## config.mk

```make
export PLATFORM = sky130hd
export DESIGN_NAME = graph_shortest_path_eccentricity_flat
export DESIGN_NICKNAME = d
export VERILOG_FILES = /design/src/hdl/gspe_pkg.sv /design/src/hdl/gspe_if.sv /design/src/hdl/gspe_ram.sv /design/src/hdl/gspe_cell.sv /design/src/hdl/graph_shortest_path_eccentricity.sv /design/src/flat_wrapper.sv
export SDC_FILE = /design/constraint.sdc
export NUM_CORES = 2
export LEC_CHECK = 0
export BUFFER_PORTS_ARGS = -buffer_cell sky130_fd_sc_hd__buf_2
export CORE_MARGIN = 8
export CORE_UTILIZATION = 45
export DETAILED_ROUTE_END_ITERATION = 12
export HOLD_SLACK_MARGIN = 0.15
export PLACE_DENSITY = 0.67
export SYNTH_ARGS = -nofsm -noshare
export SYNTH_HDL_FRONTEND = slang
export SYNTH_HIERARCHICAL = 1
export SYNTH_SLANG_ARGS = --single-unit
export TNS_END_PERCENT = 30
```

## constraint.sdc

```tcl
create_clock -name i_clk -period 6.9 [get_ports i_clk]
set_input_delay 0.69 -clock i_clk [delete_from_list [all_inputs] [get_ports i_clk]]
set_output_delay 0.69 -clock i_clk [all_outputs]
set_load 0.1 [all_outputs]
```

## src/hdl/gspe_pkg.sv

```systemverilog
// Package for the graph eccentricity engine: constants, FSM state type.
// No dependencies.
package gspe_pkg;
    localparam int DIST_BITS = 8;
    localparam logic [7:0] UNREACH = 8'hFF;
    localparam logic [7:0] DIST_MAX = 8'hFE;
    localparam int MAX_OUT = 16;
    localparam logic OP_WRITE = 1'b0;
    localparam logic OP_RUN = 1'b1;
    localparam logic CFG_VCOUNT = 1'b0;
    localparam logic CFG_START = 1'b1;
    typedef enum logic [2:0] {
        S_IDLE, S_INIT, S_RD, S_SWEEP, S_CHECK, S_ECC, S_EMIT
    } t_state;
endpackage

```

## src/hdl/gspe_if.sv

```systemverilog
// Valid/ready channel interfaces for items and configuration writes.
// No dependencies.
interface gspe_in_if;
    logic       valid;
    logic       ready;
    logic       op;
    logic [3:0] row;
    logic [3:0] col;
    logic [3:0] weight;
    modport source (output valid, op, row, col, weight, input ready);
    modport sink (input valid, op, row, col, weight, output ready);
endinterface

interface gspe_out_if;
    logic       valid;
    logic       ready;
    logic [3:0] vertex;
    logic [7:0] start_distance;
    logic [7:0] eccentricity;
    logic       is_central;
    logic       is_peripheral;
    logic [7:0] radius;
    logic [7:0] diameter;
    logic       last;
    modport source (output valid, vertex, start_distance, eccentricity, is_central,
                    is_peripheral, radius, diameter, last, input ready);
    modport sink (input valid, vertex, start_distance, eccentricity, is_central,
                  is_peripheral, radius, diameter, last, output ready);
endinterface

interface gspe_cfg_if;
    logic       valid;
    logic       ready;
    logic       index;
    logic [4:0] data;
    modport source (output valid, index, data, input ready);
    modport sink (input valid, index, data, output ready);
endinterface

```

## src/hdl/gspe_ram.sv

```systemverilog
// Generic single-port RAM with registered read.
// No dependencies.
module gspe_ram #(
    parameter int WIDTH = 4,
    parameter int DEPTH = 256
) (
    input  logic                     i_clk,
    input  logic                     i_we,
    input  logic [$clog2(DEPTH)-1:0] i_addr,
    input  logic [WIDTH-1:0]         i_wdata,
    output logic [WIDTH-1:0]         o_rdata
);
    logic [WIDTH-1:0] r_mem [DEPTH];
    always_ff @(posedge i_clk) begin
        if (i_we) r_mem[i_addr] <= i_wdata;
        o_rdata <= r_mem[i_addr];
    end
endmodule

```

## src/hdl/gspe_cell.sv

```systemverilog
// One vertex cell: holds a distance, relaxes it against the broadcast
// candidate, and passes its distance to the previous cell for the max chain.
// Depends on gspe_pkg.
module gspe_cell (
    input  logic       i_clk,
    input  logic       i_init,
    input  logic       i_is_src,
    input  logic       i_relax,
    input  logic [7:0] i_cand,
    input  logic       i_shift,
    input  logic [7:0] i_prev,
    output logic [7:0] o_dist,
    output logic       o_improved
);
    logic [7:0] r_dist;
    assign o_improved = i_relax && (i_cand < r_dist);
    always_ff @(posedge i_clk) begin
        if (i_init) r_dist <= i_is_src ? 8'd0 : gspe_pkg::UNREACH;
        else if (i_shift) r_dist <= i_prev;
        else if (o_improved) r_dist <= i_cand;
    end
    assign o_dist = r_dist;
endmodule

```

## src/hdl/graph_shortest_path_eccentricity.sv

```systemverilog
// Graph eccentricity engine: weighted matrix in RAM, row of vertex cells.
// Write item: written in the cycle it is accepted, next item accepted the cycle after.
// Run item of n vertices: per source an init step, then per pending vertex a pick, a
// read and a row sweep, a final check and a shift of the cell row out; then n results,
// held by output stalls. Re-relaxed vertices add more sweeps.
// Sync active-low reset: matrix clear of every RAM word; count 16, start 0.
module graph_shortest_path_eccentricity #(
    parameter int VERTICES = 16,
    parameter int WEIGHT_BITS = 4
) (
    input logic i_clk,
    input logic i_rst_n,
    gspe_in_if.sink    in_ch,
    gspe_cfg_if.sink   cfg_ch,
    gspe_out_if.source out_ch
);
    localparam int VB = $clog2(VERTICES);
    localparam int AB = 2 * VB;
    localparam int RAM_DEPTH = 1 << AB;
    localparam int NMAX = (VERTICES < 16) ? VERTICES : 16;

    gspe_pkg::t_state r_state, n_state;
    logic [4:0] r_vcount;
    logic [3:0] r_start;
    logic [VB:0] r_n;
    logic [AB:0] r_clr;
    logic [VB:0] r_s, r_u, r_i;
    logic [VERTICES-1:0] r_pend;
    logic [VB:0] r_k;
    logic [7:0] r_ecc [VERTICES];
    logic [7:0] r_sd [VERTICES];
    logic [7:0] r_rad, r_dia, r_du, r_e;

    logic          ram_we;
    logic [AB-1:0] ram_addr;
    logic [WEIGHT_BITS-1:0] ram_wd, ram_rd;
    logic [7:0] cell_dist [VERTICES];
    logic [VERTICES-1:0] imp;
    logic [8:0] sum;
    logic [7:0] cand;
    logic [VB-1:0] pick;
    logic in_range, clearing;

    assign clearing = !r_clr[AB];
    assign cfg_ch.ready = 1'b1;
    assign in_ch.ready = (r_state == gspe_pkg::S_IDLE) && !clearing;
    assign in_range = ({4'd0, in_ch.row} < 8'(VERTICES)) && ({4'd0, in_ch.col} < 8'(VERTICES));

    always_comb begin
        ram_we = 1'b0;
        ram_addr = '0;
        ram_wd = WEIGHT_BITS'(in_ch.weight);
        if (clearing) begin
            ram_we = 1'b1;
            ram_addr = r_clr[AB-1:0];
            ram_wd = '0;
        end else if (r_state == gspe_pkg::S_IDLE) begin
            ram_we = in_ch.valid && in_ch.op == gspe_pkg::OP_WRITE && in_range;
            ram_addr = {VB'(in_ch.row), VB'(in_ch.col)};
        end else begin
            ram_addr = {r_u[VB-1:0], r_i[VB-1:0]};
        end
    end

    gspe_ram #(.WIDTH(WEIGHT_BITS), .DEPTH(RAM_DEPTH)) u_ram (
        .i_clk(i_clk), .i_we(ram_we), .i_addr(ram_addr), .i_wdata(ram_wd),
        .o_rdata(ram_rd)
    );

    // weight read for column r_i-1 arrives while r_i advances
    logic [VB:0] r_col_d;
    logic r_sweep_v;
    always_ff @(posedge i_clk) begin
        r_col_d <= r_i;
        r_sweep_v <= (r_state == gspe_pkg::S_RD || r_state == gspe_pkg::S_SWEEP) && (r_i < r_n);
    end
    assign sum = {1'b0, r_du} + 9'(ram_rd);
    assign cand = (sum > 9'(gspe_pkg::DIST_MAX)) ? gspe_pkg::DIST_MAX : sum[7:0];

    for (genvar g = 0; g < VERTICES; g++) begin : g_cell
        gspe_cell u_cell (
            .i_clk(i_clk),
            .i_init(r_state == gspe_pkg::S_INIT),
            .i_is_src(r_s == (VB+1)'(g)),
            .i_relax(r_sweep_v && r_col_d == (VB+1)'(g) && ram_rd != '0),
            .i_cand(cand),
            .i_shift(r_state == gspe_pkg::S_ECC),
            .i_prev(cell_dist[(g + 1) % VERTICES]),
            .o_dist(cell_dist[g]),
            .o_improved(imp[g])
        );
    end

    always_comb begin
        pick = '0;
        for (int j = VERTICES - 1; j >= 0; j--) if (r_pend[j]) pick = VB'(j);
    end

    always_comb begin
        n_state = r_state;
        unique case (r_state)
            gspe_pkg::S_IDLE:
                if (in_ch.valid && in_ch.ready && in_ch.op == gspe_pkg::OP_RUN)
                    n_state = gspe_pkg::S_INIT;
            gspe_pkg::S_INIT: n_state = gspe_pkg::S_CHECK;
            gspe_pkg::S_CHECK:
                n_state = (r_pend == '0) ? gspe_pkg::S_ECC : gspe_pkg::S_RD;
            gspe_pkg::S_RD: n_state = gspe_pkg::S_SWEEP;
            gspe_pkg::S_SWEEP:
                if (r_i == r_n + 1'b1) n_state = gspe_pkg::S_CHECK;
            gspe_pkg::S_ECC:
                if (r_i == (VB+1)'(VERTICES - 1))
                    n_state = (r_s + 1'b1 == r_n) ? gspe_pkg::S_EMIT : gspe_pkg::S_INIT;
            gspe_pkg::S_EMIT:
                if (out_ch.ready && r_k + 1'b1 == r_n) n_state = gspe_pkg::S_IDLE;
            default: n_state = gspe_pkg::S_IDLE;
        endcase
    end

    always_ff @(posedge i_clk) begin
        if (!i_rst_n) begin
            r_state <= gspe_pkg::S_IDLE;
            r_vcount <= 5'd16;
            r_start <= 4'd0;
            r_clr <= '0;
            r_pend <= '0;
        end else begin
            r_state <= n_state;
            if (clearing) r_clr <= r_clr + 1'b1;
            if (cfg_ch.valid) begin
                if (cfg_ch.index == gspe_pkg::CFG_VCOUNT) r_vcount <= cfg_ch.data;
                else r_start <= cfg_ch.data[3:0];
            end
            case (r_state)
                gspe_pkg::S_INIT: r_pend <= VERTICES'(1) << r_s;
                gspe_pkg::S_CHECK: if (r_pend != '0) r_pend[pick] <= 1'b0;
                gspe_pkg::S_SWEEP: r_pend <= r_pend | imp;
                default: ;
            endcase
        end
    end

    always_ff @(posedge i_clk) begin
        case (r_state)
            gspe_pkg::S_IDLE: begin
                r_n <= (r_vcount == 5'd0) ? (VB+1)'(1) :
                       ({1'b0, r_vcount} > 6'(NMAX)) ? (VB+1)'(NMAX) : (VB+1)'(r_vcount);
                r_s <= '0;
                r_k <= '0;
                r_rad <= gspe_pkg::UNREACH;
                r_dia <= '0;
                for (int j = 0; j < VERTICES; j++) r_sd[j] <= gspe_pkg::UNREACH;
            end
            gspe_pkg::S_INIT: r_e <= '0;
            gspe_pkg::S_CHECK: begin
                r_u <= {1'b0, pick};
                r_du <= cell_dist[pick];
                r_i <= '0;
            end
            gspe_pkg::S_RD, gspe_pkg::S_SWEEP: r_i <= r_i + 1'b1;
            gspe_pkg::S_ECC: begin
                if (r_state != n_state) r_i <= '0;
                else r_i <= r_i + 1'b1;
                if (r_i < r_n && cell_dist[0] > r_e) r_e <= cell_dist[0];
                if (8'(r_s) == 8'(r_start) && r_i < r_n) r_sd[r_i[VB-1:0]] <= cell_dist[0];
                if (r_i == (VB+1)'(VERTICES - 1)) begin
                    logic [7:0] e;
                    e = (r_i < r_n && cell_dist[0] > r_e) ? cell_dist[0] : r_e;
                    r_ecc[r_s[VB-1:0]] <= e;
                    if (e < r_rad) r_rad <= e;
                    if (e > r_dia) r_dia <= e;
                    r_s <= r_s + 1'b1;
                end
            end
            gspe_pkg::S_EMIT: if (out_ch.ready) r_k <= r_k + 1'b1;
            default: ;
        endcase
        if (r_state == gspe_pkg::S_CHECK && r_pend == '0) r_i <= '0;
    end

    assign out_ch.valid = (r_state == gspe_pkg::S_EMIT);
    assign out_ch.vertex = 4'(r_k);
    assign out_ch.start_distance = r_sd[r_k[VB-1:0]];
    assign out_ch.eccentricity = r_ecc[r_k[VB-1:0]];
    assign out_ch.is_central = r_ecc[r_k[VB-1:0]] == r_rad;
    assign out_ch.is_peripheral = r_ecc[r_k[VB-1:0]] == r_dia;
    assign out_ch.radius = r_rad;
    assign out_ch.diameter = r_dia;
    assign out_ch.last = (r_k + 1'b1 == r_n);
endmodule
```

## src/flat_wrapper.sv

```systemverilog
// flat-port wrapper written by rule: the top's interface ports become plain ports
module graph_shortest_path_eccentricity_flat 
#(
    parameter int VERTICES = 16,
    parameter int WEIGHT_BITS = 4
)
  (i_clk, i_rst_n, in_ch_valid, in_ch_op, in_ch_row, in_ch_col, in_ch_weight, in_ch_ready, cfg_ch_valid, cfg_ch_index, cfg_ch_data, cfg_ch_ready, out_ch_valid, out_ch_vertex, out_ch_start_distance, out_ch_eccentricity, out_ch_is_central, out_ch_is_peripheral, out_ch_radius, out_ch_diameter, out_ch_last, out_ch_ready);
  gspe_in_if in_ch_i ();
  gspe_cfg_if cfg_ch_i ();
  gspe_out_if out_ch_i ();
  input logic i_clk;
  input logic i_rst_n;
  input wire logic [$bits(in_ch_i.valid)-1:0] in_ch_valid;
  input wire logic [$bits(in_ch_i.op)-1:0] in_ch_op;
  input wire logic [$bits(in_ch_i.row)-1:0] in_ch_row;
  input wire logic [$bits(in_ch_i.col)-1:0] in_ch_col;
  input wire logic [$bits(in_ch_i.weight)-1:0] in_ch_weight;
  output wire logic [$bits(in_ch_i.ready)-1:0] in_ch_ready;
  input wire logic [$bits(cfg_ch_i.valid)-1:0] cfg_ch_valid;
  input wire logic [$bits(cfg_ch_i.index)-1:0] cfg_ch_index;
  input wire logic [$bits(cfg_ch_i.data)-1:0] cfg_ch_data;
  output wire logic [$bits(cfg_ch_i.ready)-1:0] cfg_ch_ready;
  output wire logic [$bits(out_ch_i.valid)-1:0] out_ch_valid;
  output wire logic [$bits(out_ch_i.vertex)-1:0] out_ch_vertex;
  output wire logic [$bits(out_ch_i.start_distance)-1:0] out_ch_start_distance;
  output wire logic [$bits(out_ch_i.eccentricity)-1:0] out_ch_eccentricity;
  output wire logic [$bits(out_ch_i.is_central)-1:0] out_ch_is_central;
  output wire logic [$bits(out_ch_i.is_peripheral)-1:0] out_ch_is_peripheral;
  output wire logic [$bits(out_ch_i.radius)-1:0] out_ch_radius;
  output wire logic [$bits(out_ch_i.diameter)-1:0] out_ch_diameter;
  output wire logic [$bits(out_ch_i.last)-1:0] out_ch_last;
  input wire logic [$bits(out_ch_i.ready)-1:0] out_ch_ready;
  assign in_ch_i.valid = in_ch_valid;
  assign in_ch_i.op = in_ch_op;
  assign in_ch_i.row = in_ch_row;
  assign in_ch_i.col = in_ch_col;
  assign in_ch_i.weight = in_ch_weight;
  assign in_ch_ready = in_ch_i.ready;
  assign cfg_ch_i.valid = cfg_ch_valid;
  assign cfg_ch_i.index = cfg_ch_index;
  assign cfg_ch_i.data = cfg_ch_data;
  assign cfg_ch_ready = cfg_ch_i.ready;
  assign out_ch_valid = out_ch_i.valid;
  assign out_ch_vertex = out_ch_i.vertex;
  assign out_ch_start_distance = out_ch_i.start_distance;
  assign out_ch_eccentricity = out_ch_i.eccentricity;
  assign out_ch_is_central = out_ch_i.is_central;
  assign out_ch_is_peripheral = out_ch_i.is_peripheral;
  assign out_ch_radius = out_ch_i.radius;
  assign out_ch_diameter = out_ch_i.diameter;
  assign out_ch_last = out_ch_i.last;
  assign out_ch_i.ready = out_ch_ready;
  graph_shortest_path_eccentricity #(.VERTICES(VERTICES), .WEIGHT_BITS(WEIGHT_BITS)) u_core (.i_clk(i_clk), .i_rst_n(i_rst_n), .in_ch(in_ch_i), .cfg_ch(cfg_ch_i), .out_ch(out_ch_i));
endmodule
```

After elaboration in Yosys (flattened, before gate mapping)
Memories as Yosys holds them, arrays and structs flattened. A register that Yosys moved wholly into a read port is not among the register bits.
Cells that the tools add are included.
{ "word_totals": {"regBits": 227, "ram_bits": 1280, "inputBits": 24, "output_inout_bits": 42, "n_memories": 3} }
{ "classes": {"addsub": 6, "magnitude_cmp": 25, "n_eq_ne": 49, "shifts": 1, "muxes": 131, "bitwise_logic": 6, "reduce_logical": 97} }
{ "mem_list": {"columns": ["name", "words", "width", "read_ports", "rd_ports_with_merged_regs", "write_ports", "line_no", "rtl"], "rows": [
  ["u_core.u_ram.r_mem", 256, 4, 1, 1, 1, "gspe_ram.sv:13", "logic [WIDTH-1:0] r_mem [DEPTH];"],
  ["u_core.r_ecc", 16, 8, 1, 1, 1, "graph_shortest_path_eccentricity.sv:30", "logic [7:0] r_ecc [VERTICES];"],
  ["u_core.r_sd", 16, 8, 1, 1, 16, "graph_shortest_path_eccentricity.sv:31", "logic [7:0] r_sd [VERTICES];"]
]} }
{ "op_table": {"columns": ["cell", "count"], "rows": [
  ["2-to-1 mux 8 bit", 75],
  ["less-than comparator 8 bit", 17],
  ["equality test 5 x 4 -> 1 bit, second input constant", 17],
  ["2-to-1 mux 4 bit", 20],
  ["logical AND 1 bit", 58],
  ["nonzero test 3 bit", 18],
  ["case mux 16 bit (3 select lines)", 1],
  ["case mux 8 bit (2 select lines)", 3],
  ["equality test 5 x 3 -> 1 bit, second input constant", 8],
  ["binary-select mux 8 bit (select 4 bit)", 1],
  ["case mux 3 bit (7 select lines)", 1],
  ["adder 5 x 1 -> 5 bit, second input constant", 4],
  ["equality test 5 x 2 -> 1 bit, second input constant", 4],
  ["2-to-1 mux 5 bit", 4],
  ["case mux 5 bit (2 select lines)", 2],
  ["2-to-1 mux 3 bit", 6],
  ["bitwise AND 16 bit", 1],
  ["equality test 8 bit", 2],
  ["greater-than comparator 8 bit", 2],
  ["logical NOT 16 bit", 1],
  ["2-to-1 mux 16 bit", 1],
  ["inverter 16 bit", 1],
  ["bitwise OR 16 bit", 1],
  ["nonzero test 16 bit", 1],
  ["32 further kinds", 66]
]} }

Logic depth before layout (Yosys ltp)
{ "logic_depth": {"word_depth": 24, "ltp_mapped": 17} }

Modules after synthesis
Netlist, hierarchy kept.
{ "modules_own_cells": {"columns": ["mod", "n_inst", "cells_per_inst", "area_per_inst_um2", "seq_area_each_um2"], "rows": [
  ["gspe_ram", 1, 1960, 40002.1, 30829.6],
  ["graph_shortest_path_eccentricity", 1, 1543, 18870.6, 10259.8],
  ["gspe_cell", 16, 64, 640.6, 240.2]
]} }

Worst setup path before layout
No wires, ideal clock.
{ "synth_timing": {"path_type": "register to output", "start": "register with a tool-made name", "end": "output out_ch_is_central", "arrival_time_ns": 6.592, "setup_slack_ns": -0.382, "path_stages_with_launch": 9, "cell_sequence": "dfxtp_1 > buf_4 > buf_6 > buf_6 > buf_6 > mux2i_1 > o21ai_0 > xnor2_1 > nor4_1"} }
{ "synth_lines": {"columns": ["element", "line_no", "rtl"], "rows": [
  ["end, declared", "flat_wrapper.sv:27", "output wire logic [$bits(out_ch_i.is_central)-1:0] out_ch_is_central;"]
]} }

Final worst setup path
{ "layout_timing": {"start": "register u_core.r_i[3]", "end": "register u_core.r_dia[6], in the netlist u_core/out_ch.diameter[6], enable pin"} }
{ "layout_via": {"elab_chain_len": 6} }
{ "layout_lines": {"columns": ["element", "line_no", "rtl"], "rows": [
  ["start, declared", "graph_shortest_path_eccentricity.sv:27", "logic [VB:0] r_s, r_u, r_i;"],
  ["start signal, assigned", "graph_shortest_path_eccentricity.sv:160", "gspe_pkg::S_RD, gspe_pkg::S_SWEEP: r_i <= r_i + 1'b1;"],
  ["start signal, assigned", "graph_shortest_path_eccentricity.sv:163", "else r_i <= r_i + 1'b1;"],
  ["less-than comparator 5 bit", "graph_shortest_path_eccentricity.sv:168", "e = (r_i < r_n && cell_dist[0] > r_e) ? cell_dist[0] : r_e;"],
  ["logical AND 1 bit", "graph_shortest_path_eccentricity.sv:168", null],
  ["2-to-1 mux 8 bit", "graph_shortest_path_eccentricity.sv:168", null],
  ["greater-than comparator 8 bit", "graph_shortest_path_eccentricity.sv:171", "if (e > r_dia) r_dia <= e;"],
  ["inequality test 2 x 1 -> 1 bit (no line)", null, null],
  ["AND reduction 3 bit (no line) (*)", null, null],
  ["end signal, assigned", "graph_shortest_path_eccentricity.sv:151", "r_dia <= '0;"],
  ["end signal, assigned", "graph_shortest_path_eccentricity.sv:171", null],
  ["end, declared", "graph_shortest_path_eccentricity.sv:32", "logic [7:0] r_rad, r_dia, r_du, r_e;"]
]} }
Mark *: on every way between the ends. The rest lies on a longest branch, timed or not.
A chain may end at the register's enable or synchronous reset.

==> results by group <==
Global routing
  • Initial antenna violation count: 2
  • Global Route Usage Sum: 0.2024
  • Largest net degree at the start of global routing: 212
  • Grt ovf: 0
  • Vias in the first global route: 39700
  • First-pass GRT wire length: 259500 um

Cells and area
  • FF+latch area: 44940 um^2
  • Multi-input gate area: 22180 um^2
  • Filler instances: 12550
  • Final net count: 4712
  • Layout cell share with drive strength beyond 1: 0.1868
  • Commonest non-fill, non-tap cell in the layout: edfxtp_1
  • Design Area, Final: 76180 um^2
  • Area growth, synth to finish: 10.21%
  • Most frequent cells in the layout: 1459 x edfxtp_1, 359 x nor2_1, 322 x mux4_2

STA
  • Count of final setup violators: 0
  • Tcrit/Tclk final: 0.7654
  • Clock Skew: 0.05091 ns
  • Max_slew headroom: 0.1308
  • Slew Limit Fails: 0
  • Slew of the pin with the lowest slew margin: 1.299 ns
  • Min cycle time layout: 5.281 ns
  • RSZ-0062 raised after global routing: no
  • Max Clk Rate: 189.4 MHz
  • Setup WS post-layout: 1.619 ns
  • Final hold violation count: 0
  • Hold_ws: 0.2276 ns

Clock tree
  • Total CTS buffers: 147
  • CTS clk-pin slew, worst paths: 0.06 ns
  • CTS root buf: clkbuf_16
  • H-tree depth: 4
  • Max Root-Sink Buffers: 3
  • Post-CTS Setup Bufs: 0
  • Clock sinks: 1515
  • Worst skew pair latency: 0.80 ns
  • TritonCTS clock tree: built
  • Post-CTS sizing: 0

Critical path
  • Crit-path cells: ha_1 -> o2111ai_1 -> nand3_1 -> a211o_1 -> mux2i_1 -> inv_1 -> ha_1 -> nor2b_1 -> o21a_1 -> o21a_1 -> o21ai_0 -> and3b_1 -> o31ai_1 -> buf_4
  • Crit-path max FO: 18
  • Reg-to-Reg End: u_core/out_ch.diameter[6]$_DFFE_PP_
  • CP endpoint kind: register
  • R2R Path Start: u_core/r_i[3]$_SDFFE_PP0P_
  • Critical path origin: u_core/r_i[3]$_SDFFE_PP0P_
  • Crit-path slowest cell: o31ai_1
  • Critical path startpoint category: register
  • Largest stage delay, worst path: 0.75 ns
  • FF-to-FF path depth: 14
  • Bufs and invs on worst path: 2
  • Top delay family on crit path: compound AO/OA/AOI/OAI gates
  • R2r setup slk: 1.62 ns
  • WP data required: 7.39 ns
  • Critical Path AT: 5.77 ns
  • Critical path class: register to register

Pwr
  • Net Switching: 4.419 mW
  • P_int: 15.22 mW
  • Logic pwr share: 0.083
  • Sw frac: 0.2251
  • Pwr/cell area: 257.8 nW/um^2
  • Post-route total power: 19.64 mW
  • Peak VDD IR: 0.1863 mV
  • Clock power frac: 0.406
  • P_leak: 25.22 nW
  • Power share of the sequential group: 0.511

Drt
  • Iter 0 DRT Violations: 4854
  • 1st-pass router iterations: 7
  • Wirelength, routed: 173300 um
  • Vias per cell: 6.059
  • Vias: 40540
  • Post-route DRC: 0
  • Final antenna-violating net count: 0
  • Wire length per cell: 25.90 um

Synth
  • Yosys top cell by area: edfxtp_1
  • Syn Area/Cell: 15.27 um^2
  • Area share of the largest cell type after synthesis: 0.6338
  • EDFF count, synth: 1459
  • Synth async-reset ratio: 0
  • Cell Area, Synth: 69120 um^2
  • Sequential area share after synthesis: 0.6500
  • Syn. warnings: 6
  • Net Count, Synth: 4713
  • Mapped Cells: 4527
  • Synth cell types: 87
  • Top cells by area, synth: edfxtp_1 63%, mux4_2 10%, ha_1 2.9%
  • Most used flip-flop cell after synthesis: edfxtp_1
  • Seq cells post-synth: 1515

Die
  • Chip Height: 407.9 um
  • Core region area: 153300 um^2
  • Initial Util: 0.4508
  • I/O pin count: 66
  • Die area: 166400 um^2
  • Die W: 407.9 um
  • Std cell rows: 144

Placed design
  • Routability cong.: 0.9392
  • Post-DP HPWL: 111100 um
  • Place WS: 1.689 ns
  • PortBufs: 64
  • Cell Area, Placed: 71390 um^2

Outcome
  • Status: completed

Flow run
  • Max cap viols: 0

Hold path
  • Hold Crit Class: input port to register
  • Hold path cells: 3
  • Hold wc startpoint: cfg_ch_data[0]
  • End of the worst hold path: u_core/r_vcount[0]$_SDFFE_PN0P_
[worst register-to-register path: stages (launching register included)]
cell       delay [ns]
dfxtp_1          0.69
ha_1             0.36
o2111ai_1        0.10
nand3_1          0.51
a211o_1          0.62
mux2i_1          0.33
inv_1            0.35
ha_1             0.43
nor2b_1          0.13
o21a_1           0.11
o21a_1           0.10
o21ai_0          0.06
and3b_1          0.18
o31ai_1          0.75
buf_4            0.27
[cell type report]
class,count,share of cell area
well taps,2044,0.03357
clock inverters,88,0.01220
repair buffers,140,0.01304
clock buffers,181,0.05052
diodes,2,0.00006570
multi-input cells,2532,0.2912
flip-flops and latches,1515,0.5899
inverters,190,0.009460
[registers in the layout, indices dropped and copies added (netlist names), 9 cells and up, named ones only]
| register | count |
|---|---|
| u_core/g_cell.u_cell/o_dist | 128 |
| u_core/r_clr | 9 |
| u_core/r_ecc | 128 |
| u_core/r_pend | 16 |
| u_core/r_sd | 128 |
| u_core/u_ram/r_mem | 1024 |
[per-layer routing]
metal,up-vias,wire (um),track usage
li1,17660,-,-
met1,20640,73570,0.2912
met2,1942,79630,0.3133
met3,300,15070,0.03688
met4,0,5068,0.06560
met5,-,0,0
[power groups by stage]
| stage | Combinational, mW | Sequential (mW) | Clock [mW] |
|---|---|---|---|
| after global placement | 1.59 | 10.2 | 0 |
| after CTS | 1.64 | 10.0 | 8.10 |
| after global routing | 1.77 | 10.0 | 8.42 |
| after detailed placement | 1.63 | 10.2 | 0 |
| after floorplan | 1.22 | 10.2 | 0 |
| final | 1.64 | 10.0 | 7.97 |
[stage by stage]
step / setup TNS, ns / util / std cells
6_report: 0 / 0.4969 / 6692
5_1_grt: 0 / 0.4968 / 6690
4_1_cts: 0 / 0.4968 / 6690
3_5_place_dp: 0 / 0.4656 / 6420
3_3_place_gp: 0 / 0.4656 / 6420
2_1_floorplan: -0.3815 / - / 4527
[synthesized netlist by cell type (52+ instances only)]
library cell	n
buf_2	67
mux4_2	322
inv_1	187
edfxtp_1	1459
a22oi_1	163
dfxtp_1	56
ha_1	161
a211oi_1	132
clkbuf_1	145
or2_2	52
nor2_1	362
nand3_1	62
or2_1	56
nand2_1	190
a21oi_1	219
nor2b_1	153
[kinds of logic (layout without fill, tap and decap cells)]
kind of cell	count (synthesis)	after routing	share of synthesized area
flip-flops	1515	1515	0.6500
adder cells (fa/ha/maj)	162	162	0.02943
AND/OR/NAND/NOR	1152	1152	0.08757
XOR/XNOR	49	49	0.006408
multiplexers	399	399	0.1168
buffers and inverters	480	599	0.03030
other	1	3	0.00005425
AO/OA/AOI/OAI	769	769	0.07939
[what timing repair did]
| item | CTS | global route |
|---|---|---|
| hold buffers | 1 | 0 |
| hold endpoints to repair | 1 | 0 |
| setup endpoints to repair | 0 | 0 |
[how the worst max path moves through the flow]
stage	end	slack, ns	cells past startpoint
6_report	u_core/out_ch.diameter[6]$_DFFE_PP_	1.62	14
5_1_grt	u_core/u_ram/o_rdata[3]$_DFF_P_	1.40	11
4_1_cts	u_core/u_ram/o_rdata[3]$_DFF_P_	1.70	11
3_5_place_dp	u_core/u_ram/o_rdata[3]$_DFF_P_	1.69	11
3_3_place_gp	u_core/out_ch.diameter[4]$_DFFE_PP_	1.83	16
2_1_floorplan	out_ch_is_peripheral	-0.38	8
Power figures use the tool's default switching activity.
